--- config.mk ---
export PLATFORM = sky130hd
export DESIGN_NAME = bounded_pointer_axis_accumulator_flat
export DESIGN_NICKNAME = d
export VERILOG_FILES = /design/src/sv/bpaa_pkg.sv /design/src/sv/bpaa_if.sv /design/src/sv/bpaa_div.sv /design/src/sv/bpaa_ctrl.sv /design/src/sv/bounded_pointer_axis_accumulator.sv /design/src/flat_wrapper.sv
export VERILOG_INCLUDE_DIRS = /design/src /design/src/sv
export SDC_FILE = /design/constraint.sdc
export NUM_CORES = 2
export LEC_CHECK = 0
export ABC_CLOCK_PERIOD_IN_PS = 10700
export BUFFER_PORTS_ARGS = -buffer_cell sky130_fd_sc_hd__clkbuf_2
export CORE_MARGIN = 5
export CORE_UTILIZATION = 45
export CTS_CLUSTER_DIAMETER = 40
export DETAILED_ROUTE_END_ITERATION = 7
export PLACE_DENSITY = 0.69
export SLEW_MARGIN = 20
export SYNTH_ARGS = -nofsm -noshare
export SYNTH_HDL_FRONTEND = slang
export SYNTH_SLANG_ARGS = --single-unit
--- constraint.sdc ---
create_clock -name i_clk -period 10.7 [get_ports i_clk]
set_input_delay 1.07 -clock i_clk [delete_from_list [all_inputs] [get_ports i_clk]]
set_output_delay 1.07 -clock i_clk [all_outputs]
set_load 0.05 [all_outputs]
--- src/sv/bounded_pointer_axis_accumulator_assert.svh ---
// Assertion macros for the bounded pointer axis accumulator
`ifndef BOUNDED_POINTER_AXIS_ACCUMULATOR_ASSERT_SVH
`define BOUNDED_POINTER_AXIS_ACCUMULATOR_ASSERT_SVH

`ifndef SYNTHESIS
`define BPAA_ASSERT_NOW(label, clk, rst_n, ante, cons) \
    label: assert property (@(posedge clk) disable iff (!rst_n) (ante) |-> (cons)) \
        else $error("bpaa same-cycle check failed");
`define BPAA_ASSERT_NEXT(label, clk, rst_n, ante, cons) \
    label: assert property (@(posedge clk) disable iff (!rst_n) (ante) |=> (cons)) \
        else $error("bpaa next-cycle check failed");
`else
`define BPAA_ASSERT_NOW(label, clk, rst_n, ante, cons)
`define BPAA_ASSERT_NEXT(label, clk, rst_n, ante, cons)
`endif

`endif

--- src/sv/bpaa_pkg.sv ---
// Shared types and constants for the bounded pointer axis accumulator
`default_nettype none

package bpaa_pkg;

    localparam int AXIS_COUNT_DEF = 3;
    localparam int COORD_BITS_DEF = 16;
    localparam int REG_COUNT      = 3;
    localparam int REG_IDX_W      = 2;
    localparam int AXIS_W         = 2;

    typedef enum logic [0:0] {
        OP_MOVE   = 1'b0,
        OP_PRESET = 1'b1
    } t_op;

    typedef enum logic [2:0] {
        ST_IDLE,
        ST_SETUP,
        ST_LIMIT,
        ST_PRESET,
        ST_CLAMP,
        ST_DIVIDE,
        ST_DONE
    } t_state;

    typedef struct packed {
        logic in_ready;
        logic ld_setup;
        logic mul_limit;
        logic mul_preset;
        logic clamp_en;
        logic out_load;
    } t_ctrl_cmd;

    typedef struct packed {
        logic in_fire;
        logic axis_ok;
        logic op_preset;
        logic div_done;
        logic out_free;
    } t_ctrl_stat;

endpackage

`default_nettype wire

--- src/sv/bpaa_if.sv ---
// Item and result stream interfaces
`default_nettype none

interface bpaa_item_if import bpaa_pkg::*; #(
    parameter int COORD_BITS = COORD_BITS_DEF
);
    logic                         valid;
    logic                         ready;
    logic [0:0]                   operation;
    logic [AXIS_W-1:0]            axis;
    logic signed [COORD_BITS-1:0] amount;

    modport source (output valid, output operation, output axis, output amount, input ready);
    modport sink   (input valid, input operation, input axis, input amount, output ready);
endinterface

interface bpaa_result_if import bpaa_pkg::*; #(
    parameter int COORD_BITS = COORD_BITS_DEF
);
    logic                         valid;
    logic                         ready;
    logic signed [COORD_BITS-1:0] position;

    modport source (output valid, output position, input ready);
    modport sink   (input valid, input position, output ready);
endinterface

`default_nettype wire

--- src/sv/bpaa_div.sv ---
// Bit-serial restoring divider, one quotient bit per cycle
`default_nettype none

module bpaa_div import bpaa_pkg::*; #(
    parameter int ACC_W = 2 * COORD_BITS_DEF - 1,
    parameter int DIV_W = COORD_BITS_DEF
) (
    input  logic             i_clk,
    input  logic             i_rst_n,
    input  logic             i_start,
    input  logic [ACC_W-1:0] i_dividend,
    input  logic [DIV_W-1:0] i_divisor,
    output logic             o_busy,
    output logic             o_done,
    output logic [ACC_W-1:0] o_quotient
);

    localparam int CNT_W = $clog2(ACC_W + 1);

    logic             r_busy;
    logic [CNT_W-1:0] r_cnt;
    logic [ACC_W-1:0] r_shift;
    logic [DIV_W-1:0] r_rem;
    logic [DIV_W-1:0] r_div;

    logic [DIV_W:0]   trial;
    logic [DIV_W:0]   diff;
    logic             fits;
    logic [DIV_W-1:0] rem_next;

    always_comb begin
        trial    = {r_rem, r_shift[ACC_W-1]};
        diff     = trial - {1'b0, r_div};
        fits     = (trial >= {1'b0, r_div});
        rem_next = fits ? diff[DIV_W-1:0] : trial[DIV_W-1:0];
    end

    always_ff @(posedge i_clk) begin
        if (!i_rst_n) begin
            r_busy <= 1'b0;
            r_cnt  <= '0;
        end else if (i_start) begin
            r_busy <= 1'b1;
            r_cnt  <= CNT_W'(ACC_W);
        end else if (r_busy) begin
            r_cnt <= r_cnt - CNT_W'(1);
            if (r_cnt == CNT_W'(1)) begin
                r_busy <= 1'b0;
            end
        end
    end

    always_ff @(posedge i_clk) begin
        if (i_start) begin
            r_shift <= i_dividend;
            r_rem   <= '0;
            r_div   <= i_divisor;
        end else if (r_busy) begin
            r_shift <= {r_shift[ACC_W-2:0], fits};
            r_rem   <= rem_next;
        end
    end

    assign o_busy     = r_busy;
    assign o_done     = r_busy && (r_cnt == CNT_W'(1));
    assign o_quotient = r_shift;

endmodule

`default_nettype wire

--- src/sv/bpaa_ctrl.sv ---
// Sequencer that steps one item through setup, multiply, clamp and divide
`default_nettype none

module bpaa_ctrl import bpaa_pkg::*; (
    input  logic       i_clk,
    input  logic       i_rst_n,
    input  t_ctrl_stat i_stat,
    output t_ctrl_cmd  o_cmd,
    output t_state     o_state
);

    t_state r_state;
    t_state n_state;

    always_ff @(posedge i_clk) begin
        if (!i_rst_n) begin
            r_state <= ST_IDLE;
        end else begin
            r_state <= n_state;
        end
    end

    always_comb begin
        n_state = r_state;
        case (r_state)
            ST_IDLE: begin
                if (i_stat.in_fire) begin
                    n_state = i_stat.axis_ok ? ST_SETUP : ST_DONE;
                end
            end
            ST_SETUP:  n_state = ST_LIMIT;
            ST_LIMIT:  n_state = i_stat.op_preset ? ST_PRESET : ST_CLAMP;
            ST_PRESET: n_state = ST_CLAMP;
            ST_CLAMP:  n_state = ST_DIVIDE;
            ST_DIVIDE: begin
                if (i_stat.div_done) begin
                    n_state = ST_DONE;
                end
            end
            ST_DONE: begin
                if (i_stat.out_free) begin
                    n_state = ST_IDLE;
                end
            end
            default:   n_state = ST_IDLE;
        endcase
    end

    always_comb begin
        o_cmd = '0;
        case (r_state)
            ST_IDLE:   o_cmd.in_ready   = 1'b1;
            ST_SETUP:  o_cmd.ld_setup   = 1'b1;
            ST_LIMIT:  o_cmd.mul_limit  = 1'b1;
            ST_PRESET: o_cmd.mul_preset = 1'b1;
            ST_CLAMP:  o_cmd.clamp_en   = 1'b1;
            ST_DIVIDE: o_cmd = '0;
            ST_DONE:   o_cmd.out_load   = i_stat.out_free;
            default:   o_cmd = '0;
        endcase
    end

    assign o_state = r_state;

endmodule

`default_nettype wire

--- src/sv/bounded_pointer_axis_accumulator.sv ---
// Top level: per-axis scaled accumulators with clamp and bit-serial divide
//
//   channel    dir  handshake         payload
//   i_item     in   valid/ready       operation, axis, amount
//   o_result   out  valid/ready       position
//   i_cfg_*    in   write enable      index, data (min, max, scale)
//
// A move passes setup, the range-limit multiply, clamp and the bit-serial
// divide before the next acceptance, and a preset adds the preset multiply;
// an axis out of range goes straight to the done state.
// Reset sets every axis to minimum 0, maximum -1, scale 0 and clears the
// accumulators at once. i_item is ready only between items; a finished beat
// waits in the output register while the next item is taken.
`default_nettype none
`include "bounded_pointer_axis_accumulator_assert.svh"

module bounded_pointer_axis_accumulator import bpaa_pkg::*; #(
    parameter int AXIS_COUNT = AXIS_COUNT_DEF,
    parameter int COORD_BITS = COORD_BITS_DEF
) (
    input  logic                    i_clk,
    input  logic                    i_rst_n,
    bpaa_item_if.sink               i_item,
    bpaa_result_if.source           o_result,
    input  logic                    i_cfg_we,
    input  logic [REG_IDX_W-1:0]    i_cfg_index,
    input  logic [3*COORD_BITS-1:0] i_cfg_data
);

    localparam int C      = COORD_BITS;
    localparam int SET_W  = 3 * C;
    localparam int ACC_W  = 2 * C - 1;
    localparam int SPAN_W = C + 2;
    localparam int V_W    = 2 * C + 3;
    localparam int AX_IW  = (AXIS_COUNT > 1) ? $clog2(AXIS_COUNT) : 1;
    localparam logic [SET_W-1:0] SETUP_RST = {{C{1'b0}}, {C{1'b1}}, {C{1'b0}}};

    logic [SET_W-1:0]        r_setup [AXIS_COUNT];
    logic [ACC_W-1:0]        r_acc   [AXIS_COUNT];
    logic                    r_op_preset;
    logic                    r_bad;
    logic [AX_IW-1:0]        r_idx;
    logic signed [C-1:0]     r_amount;
    logic signed [C-1:0]     r_min;
    logic [C-1:0]            r_d;
    logic signed [SPAN_W-1:0] r_span;
    logic signed [SPAN_W-1:0] r_amt_min;
    logic signed [V_W-1:0]   r_lim;
    logic signed [V_W-1:0]   r_cand;
    logic                    r_out_valid;
    logic signed [C-1:0]     r_position;

    t_ctrl_cmd  cmd;
    t_ctrl_stat stat;
    t_state     state;

    logic                    in_fire;
    logic                    axis_ok;
    logic                    cfg_ok;
    logic [SET_W-1:0]        setup_sel;
    logic signed [C-1:0]     f_min;
    logic signed [C-1:0]     f_max;
    logic [C-1:0]            scale_u;
    logic [C-1:0]            scale_abs;
    logic [C-1:0]            d_sel;
    logic signed [SPAN_W-1:0] span;
    logic signed [SPAN_W-1:0] amt_min;
    logic signed [V_W-1:0]   acc_s;
    logic signed [V_W-1:0]   amt_v;
    logic signed [V_W-1:0]   move_cand;
    logic signed [SPAN_W-1:0] mul_a;
    logic signed [C:0]       mul_b;
    logic signed [V_W-1:0]   mul_p;
    logic                    span_pos;
    logic signed [V_W-1:0]   clamp_wide;
    logic [ACC_W-1:0]        clamp_v;
    logic                    div_busy;
    logic                    div_done;
    logic [ACC_W-1:0]        quotient;
    logic signed [C-1:0]     n_position;

    assign axis_ok = (32'(i_item.axis) < 32'(AXIS_COUNT));
    assign in_fire = i_item.valid && cmd.in_ready;
    assign cfg_ok  = (32'(i_cfg_index) < 32'(REG_COUNT))
                  && (32'(i_cfg_index) < 32'(AXIS_COUNT));

    assign stat.in_fire   = in_fire;
    assign stat.axis_ok   = axis_ok;
    assign stat.op_preset = r_op_preset;
    assign stat.div_done  = div_done;
    assign stat.out_free  = !r_out_valid || o_result.ready;

    bpaa_ctrl u_ctrl (
        .i_clk   (i_clk),
        .i_rst_n (i_rst_n),
        .i_stat  (stat),
        .o_cmd   (cmd),
        .o_state (state)
    );

    // configuration registers
    always_ff @(posedge i_clk) begin
        if (!i_rst_n) begin
            for (int i = 0; i < AXIS_COUNT; i++) begin
                r_setup[i] <= SETUP_RST;
            end
        end else if (i_cfg_we && cfg_ok) begin
            r_setup[AX_IW'(i_cfg_index)] <= i_cfg_data;
        end
    end

    // hold the accepted beat
    always_ff @(posedge i_clk) begin
        if (in_fire) begin
            r_op_preset <= (t_op'(i_item.operation) == OP_PRESET);
            r_bad       <= !axis_ok;
            r_idx       <= AX_IW'(i_item.axis);
            r_amount    <= i_item.amount;
        end
    end

    always_comb begin
        setup_sel = r_setup[r_idx];
        f_min     = setup_sel[C-1:0];
        f_max     = setup_sel[2*C-1:C];
        scale_u   = setup_sel[3*C-1:2*C];
        scale_abs = scale_u[C-1] ? (~scale_u + 1'b1) : scale_u;
        d_sel     = (scale_abs == '0) ? C'(1) : scale_abs;
        span      = SPAN_W'(f_max) - SPAN_W'(f_min) + SPAN_W'(1);
        amt_min   = SPAN_W'(r_amount) - SPAN_W'(f_min);
        acc_s     = signed'(V_W'(r_acc[r_idx]));
        amt_v     = V_W'(r_amount);
        move_cand = scale_u[C-1] ? (acc_s - amt_v) : (acc_s + amt_v);
    end

    // shared multiplier: range limit first, then the preset product
    assign mul_a = cmd.mul_preset ? r_amt_min : r_span;
    assign mul_b = signed'({1'b0, r_d});
    assign mul_p = mul_a * mul_b;

    always_ff @(posedge i_clk) begin
        if (cmd.ld_setup) begin
            r_min     <= f_min;
            r_d       <= d_sel;
            r_span    <= span;
            r_amt_min <= amt_min;
            r_cand    <= move_cand;
        end
        if (cmd.mul_limit) begin
            r_lim <= mul_p;
        end
        if (cmd.mul_preset) begin
            r_cand <= mul_p + signed'(V_W'(r_d[C-1:1]));
        end
    end

    always_comb begin
        span_pos = !r_span[SPAN_W-1] && (r_span != '0);
        if (!span_pos || r_cand[V_W-1]) begin
            clamp_wide = '0;
        end else if (r_cand >= r_lim) begin
            clamp_wide = r_lim - V_W'(1);
        end else begin
            clamp_wide = r_cand;
        end
        clamp_v = clamp_wide[ACC_W-1:0];
    end

    always_ff @(posedge i_clk) begin
        if (!i_rst_n) begin
            for (int i = 0; i < AXIS_COUNT; i++) begin
                r_acc[i] <= '0;
            end
        end else if (cmd.clamp_en) begin
            r_acc[r_idx] <= clamp_v;
        end
    end

    bpaa_div #(
        .ACC_W (ACC_W),
        .DIV_W (C)
    ) u_div (
        .i_clk      (i_clk),
        .i_rst_n    (i_rst_n),
        .i_start    (cmd.clamp_en),
        .i_dividend (clamp_v),
        .i_divisor  (r_d),
        .o_busy     (div_busy),
        .o_done     (div_done),
        .o_quotient (quotient)
    );

    assign n_position = r_bad ? '0 : (r_min + signed'(quotient[C-1:0]));

    always_ff @(posedge i_clk) begin
        if (!i_rst_n) begin
            r_out_valid <= 1'b0;
        end else if (cmd.out_load) begin
            r_out_valid <= 1'b1;
        end else if (o_result.ready) begin
            r_out_valid <= 1'b0;
        end
    end

    always_ff @(posedge i_clk) begin
        if (cmd.out_load) begin
            r_position <= n_position;
        end
    end

    assign i_item.ready      = cmd.in_ready;
    assign o_result.valid    = r_out_valid;
    assign o_result.position = r_position;

    `BPAA_ASSERT_NOW(a_clamp_below_limit, i_clk, i_rst_n, cmd.clamp_en && span_pos, clamp_wide < r_lim)
    `BPAA_ASSERT_NOW(a_load_after_divide, i_clk, i_rst_n, cmd.out_load, !div_busy && state == ST_DONE)
    `BPAA_ASSERT_NEXT(a_busy_after_accept, i_clk, i_rst_n, in_fire, !i_item.ready)

endmodule

`default_nettype wire
--- src/flat_wrapper.sv ---
// flat-port wrapper written by rule: the top's interface ports become plain ports
module bounded_pointer_axis_accumulator_flat import bpaa_pkg::*;
#(
    parameter int AXIS_COUNT = AXIS_COUNT_DEF,
    parameter int COORD_BITS = COORD_BITS_DEF
)
  (i_clk, i_rst_n, i_cfg_we, i_cfg_index, i_cfg_data, i_item_valid, i_item_operation, i_item_axis, i_item_amount, i_item_ready, o_result_valid, o_result_position, o_result_ready);
  bpaa_item_if #(.COORD_BITS(COORD_BITS)) i_item_i ();
  bpaa_result_if #(.COORD_BITS(COORD_BITS)) o_result_i ();
  input  logic i_clk;
  input  logic i_rst_n;
  input  logic i_cfg_we;
  input  logic [REG_IDX_W-1:0] i_cfg_index;
  input  logic [3*COORD_BITS-1:0] i_cfg_data;
  input wire logic [$bits(i_item_i.valid)-1:0] i_item_valid;
  input wire logic [$bits(i_item_i.operation)-1:0] i_item_operation;
  input wire logic [$bits(i_item_i.axis)-1:0] i_item_axis;
  input wire logic [$bits(i_item_i.amount)-1:0] i_item_amount;
  output wire logic [$bits(i_item_i.ready)-1:0] i_item_ready;
  output wire logic [$bits(o_result_i.valid)-1:0] o_result_valid;
  output wire logic [$bits(o_result_i.position)-1:0] o_result_position;
  input wire logic [$bits(o_result_i.ready)-1:0] o_result_ready;
  assign i_item_i.valid = i_item_valid;
  assign i_item_i.operation = i_item_operation;
  assign i_item_i.axis = i_item_axis;
  assign i_item_i.amount = i_item_amount;
  assign i_item_ready = i_item_i.ready;
  assign o_result_valid = o_result_i.valid;
  assign o_result_position = o_result_i.position;
  assign o_result_i.ready = o_result_ready;
  bounded_pointer_axis_accumulator #(.AXIS_COUNT(AXIS_COUNT), .COORD_BITS(COORD_BITS)) u_core (.i_clk(i_clk), .i_rst_n(i_rst_n), .i_item(i_item_i), .o_result(o_result_i), .i_cfg_we(i_cfg_we), .i_cfg_index(i_cfg_index), .i_cfg_data(i_cfg_data));
endmodule
==> metrics.log <==
INFO  metric synth.largest_area_cell = sky130_fd_sc_hd__edfxtp_1
INFO  metric die-width = 313.9 um
INFO  metric routed_wl = 104600 um
INFO  metric cts_hold_repair.buffers = 0
INFO  metric grt_setup_unrepaired = false
INFO  metric final_core_util = 50.35%
INFO  metric synth.avg_cell_area = 10.92 um^2
INFO  metric mostFrequentLayoutCells = sky130_fd_sc_hd__edfxtp_1, sky130_fd_sc_hd__inv_1, sky130_fd_sc_hd__nand2_1
INFO  metric grt_max_degree = 120
INFO  metric fmaxAchievable = 105.8 MHz
INFO  metric ports_placed_on_the_boundary = 92
INFO  metric synthesis.yosys.warnings = 0
INFO  metric core_region_area = 91660 um^2
INFO  metric regToRegSetupSlack = 1.24 ns
INFO  metric synth_enable_flop_cells = 536
INFO  metric dpl.hpwl = 77550 um
INFO  metric grt_pass1_vias = 29.09k
INFO  metric cp.arrival = 9.83 ns
INFO  metric grt_busiest_layer = met2
INFO  metric die_ar = 98520 um^2
INFO  metric yosys.cell_types.count = 98
INFO  metric ys_ff_latch = 564
INFO  metric cts.sink_count = 564
INFO  metric post_synth_instance_area = 41560 um^2
INFO  metric synth_seq_area_share = 40.08%
INFO  metric cts_htree_levels = 3
INFO  metric timing_hold_violations_final = 0
INFO  metric status = finished, final reports clean
INFO  metric area.growth.synth_to_final = 11.06%
INFO  metric synth_top_cell_area_share = 38.73%
INFO  metric detail-route-antenna-nets = 0
INFO  metric worst_hold_slack = 0.5060 ns
INFO  metric timing.hold.worst_endpoint = u_core.u_div.r_rem[12]$_SDFFE_PP0P_
INFO  metric max-cap-violations = 0
INFO  metric placement_rows = 111
INFO  metric post_drt_wl_per_cell = 20.23 um
INFO  metric cts_repair_resize_count = 0
INFO  metric drive_above_1_share = 10.07%
INFO  metric cts_buffer_depth = 3
INFO  metric num_antenna_cells = 0
INFO  metric clkLatencyLatePin = 0.65 ns
INFO  metric timing.critical_path.to_type = flip-flop
INFO  metric worstHoldPathType = reg -> reg
INFO  metric n_fill_cell = 8149
INFO  metric synthArstFlopShare = 0%
INFO  metric tritoncts = done
INFO  metric die_height = 313.9 um
INFO  metric max_slew.worst_pin.slew = 1.135 ns
INFO  metric drt_first_iter_violations = 2281
INFO  metric timing.final.crit_period = 9.455 ns
INFO  metric syn-instance-count = 3806
INFO  metric use_met3 = 4.964%
INFO  metric grtUsageMet2 = 35.41%
INFO  metric floorplan.initialDensity = 45.34%
INFO  metric clkTransAtPathRegs = 0.05 ns
INFO  metric timing.setup.critical_path_class = reg -> reg
INFO  metric cts_inserted_buffers = 77
INFO  metric grt_pass1_wl = 163600 um
INFO  metric final_common_cell = sky130_fd_sc_hd__edfxtp_1
INFO  metric timing.reg2reg.worst_path_depth = 26
INFO  metric ys_top_cells_by_area = sky130_fd_sc_hd__edfxtp_1, sky130_fd_sc_hd__fa_1, sky130_fd_sc_hd__ha_1
INFO  metric antenna_found_initial = 4
INFO  metric worstReg2RegStart = u_core.u_ctrl.o_state[0]$_SDFFE_PN0P_
INFO  metric rr_endpoint = u_core.r_cand[34]$_DFFE_PP_
INFO  metric hold_path_depth = 2
INFO  metric timing.critical_path.required = 11.08 ns
INFO  metric min-delay-start = u_core.u_div.r_rem[12]$_SDFFE_PP0P_
INFO  metric crit_path_start_kind = flip-flop
INFO  metric final_nets = 4532
INFO  metric postCtsSetupRepairBufs = 0
INFO  metric finalWeightedCongestion = 0.9212
INFO  metric dr_total_vias = 28.43k
INFO  metric clk_root_buffer_cell = sky130_fd_sc_hd__clkbuf_16
INFO  metric timing.setup.tns = 0 ns
INFO  metric synth_top_flop_cell = sky130_fd_sc_hd__edfxtp_1
INFO  metric routed_via_density = 5.500
INFO  metric finalMaxSlewViolations = 0
INFO  metric drc = 0
INFO  metric worst-path-max-fanout = 30
INFO  metric finalClockSkew = 0.04634 ns
INFO  metric grt_usage = 21.27%
INFO  metric final-setup-viol-count = 0
INFO  metric use_met1 = 27.79%
INFO  metric timing.slew.headroom = 24.31%
INFO  metric fin_crit_sh = 88.37%
INFO  metric number_of_iterations_in_the_first_detailed_routing_pass = 6
INFO  metric total_grt_overflow = 0
INFO  metric placement.io_buffers = 91
==> cell type report <==
cell class              count  area [um^2]  share of cell area [%]
well taps                1186         1484                   3.215
multi-input cells        2633        22630                   49.02
flip-flops and latches    564        16660                   36.11
clock inverters            61        752.0                   1.629
repair buffers            131        759.5                   1.646
inverters                 511         1918                   4.156
clock buffers              83         1949                   4.224
==> routing by layer <==
| layer | part of all wire, % | vias up |
|---|---|---|
| li1 | - | 13250 |
| met1 | 41 | 14110 |
| met2 | 48 | 887 |
| met3 | 7.7 | 181 |
| met4 | 3.3 | 2 |
| met5 | 0.011 | - |
==> worst max path at each step <==
stage	startpoint	endpoint
global route	u_core.u_ctrl.o_state[0]$_SDFFE_PN0P_	u_core.r_cand[34]$_DFFE_PP_
global placement	u_core.u_ctrl.o_state[0]$_SDFFE_PN0P_	u_core.r_cand[34]$_DFFE_PP_
CTS	u_core.u_ctrl.o_state[0]$_SDFFE_PN0P_	u_core.r_cand[34]$_DFFE_PP_
finish	u_core.u_ctrl.o_state[0]$_SDFFE_PN0P_	u_core.r_cand[34]$_DFFE_PP_
floorplan	u_core.u_ctrl.o_state[0]$_SDFFE_PN0P_	u_core.r_cand[34]$_DFFE_PP_
detailed placement	u_core.u_ctrl.o_state[0]$_SDFFE_PN0P_	u_core.r_cand[34]$_DFFE_PP_
==> critical path: stages (launching register included) <==
cell                       delay (ns)
sky130_fd_sc_hd__dfxtp_1         0.43
sky130_fd_sc_hd__inv_1           0.19
sky130_fd_sc_hd__nor2_4          0.39
sky130_fd_sc_hd__buf_4           0.29
sky130_fd_sc_hd__and2_2          0.57
sky130_fd_sc_hd__nand2_1         0.14
sky130_fd_sc_hd__nand2_1         0.43
sky130_fd_sc_hd__nand2_1         0.23
sky130_fd_sc_hd__fa_1            0.74
sky130_fd_sc_hd__fa_1            0.43
sky130_fd_sc_hd__inv_1           0.36
sky130_fd_sc_hd__fa_1            0.53
sky130_fd_sc_hd__fa_1            0.51
sky130_fd_sc_hd__fa_1            0.49
sky130_fd_sc_hd__inv_1           0.04
sky130_fd_sc_hd__fa_1            0.47
sky130_fd_sc_hd__inv_1           0.04
sky130_fd_sc_hd__ha_1            0.38
sky130_fd_sc_hd__a21oi_1         0.33
sky130_fd_sc_hd__o21ai_0         0.23
sky130_fd_sc_hd__o41a_1          0.39
sky130_fd_sc_hd__nand3_1         0.18
sky130_fd_sc_hd__o211ai_1        0.15
sky130_fd_sc_hd__and2_2          0.23
sky130_fd_sc_hd__a311oi_1        0.61
sky130_fd_sc_hd__and4_1          0.31
sky130_fd_sc_hd__o31ai_2         0.07
==> state kept, by name (all words and copies together), names as in the netlist, 2 cells and up, named ones only <==
signal,cells
u_core.r_idx,2
u_core.r_setup,192
u_core.u_div.r_div,16
u_core.o_result.position,16
u_core.r_lim,35
u_core.r_d,16
u_core.r_amt_min,17
u_core.r_cand,35
u_core.r_amount,16
u_core.r_span,18
u_core.u_ctrl.o_state,3
u_core.u_div.o_quotient,31
u_core.r_acc,124
u_core.u_div.r_cnt,5
u_core.u_div.r_rem,16
u_core.r_min,16
==> cells in the mapped netlist (all sizes together), types with 5 or more instances <==
master   number
or3           9
ha          241
a31oi        16
buf          30
nor3        150
xor2         56
a21boi       12
nand2b       69
nand4        25
nand3        45
inv         510
a2111oi       6
o41ai         8
o2111ai       5
dfxtp        28
and4          8
a21o         55
o22ai         5
and3         24
nand2       369
o21bai       13
fa          299
nand4b        6
nor2        179
nand3b        6
nor4         20
a211oi       23
mux4         78
clkbuf      115
o31a          5
o21ai       153
mux2i        47
o31ai        13
a211o         7
xnor2       131
or2           9
o211ai       12
mux2          5
nor2b        36
nor3b         6
o21a         21
edfxtp      536
a21oi       145
and2        226
==> per-stage QoR <==
stage / area (um^2) / worst slack (ns) / std cells
finish: 46150 / 1.245 / 5169
floorplan: 41730 / 1.134 / 3853
global placement: 43440 / 1.569 / 5025
global route: 46150 / 0.7594 / 5169
detailed placement: 43450 / 1.405 / 5025
CTS: 46150 / 1.381 / 5169
==> kinds of logic (layout without fill, tap and decap cells) <==
| logic type | count (synthesis) | count (layout) | share of synthesized area [%] |
|---|---|---|---|
| AND/OR/NAND/NOR | 1199 | 1199 | 14.57 |
| buffers and inverters | 656 | 786 | 6.046 |
| flip-flops | 564 | 564 | 40.08 |
| adder cells (fa/ha/maj) | 540 | 540 | 21.66 |
| AO/OA/AOI/OAI | 529 | 529 | 8.166 |
| XOR/XNOR | 187 | 187 | 3.977 |
| multiplexers | 130 | 130 | 5.495 |
| other | 1 | 48 | 0.009024 |
Power is left out: the tool's default activity adds up to more than one toggle a clock period on the data nets, which glitch-free logic cannot reach.
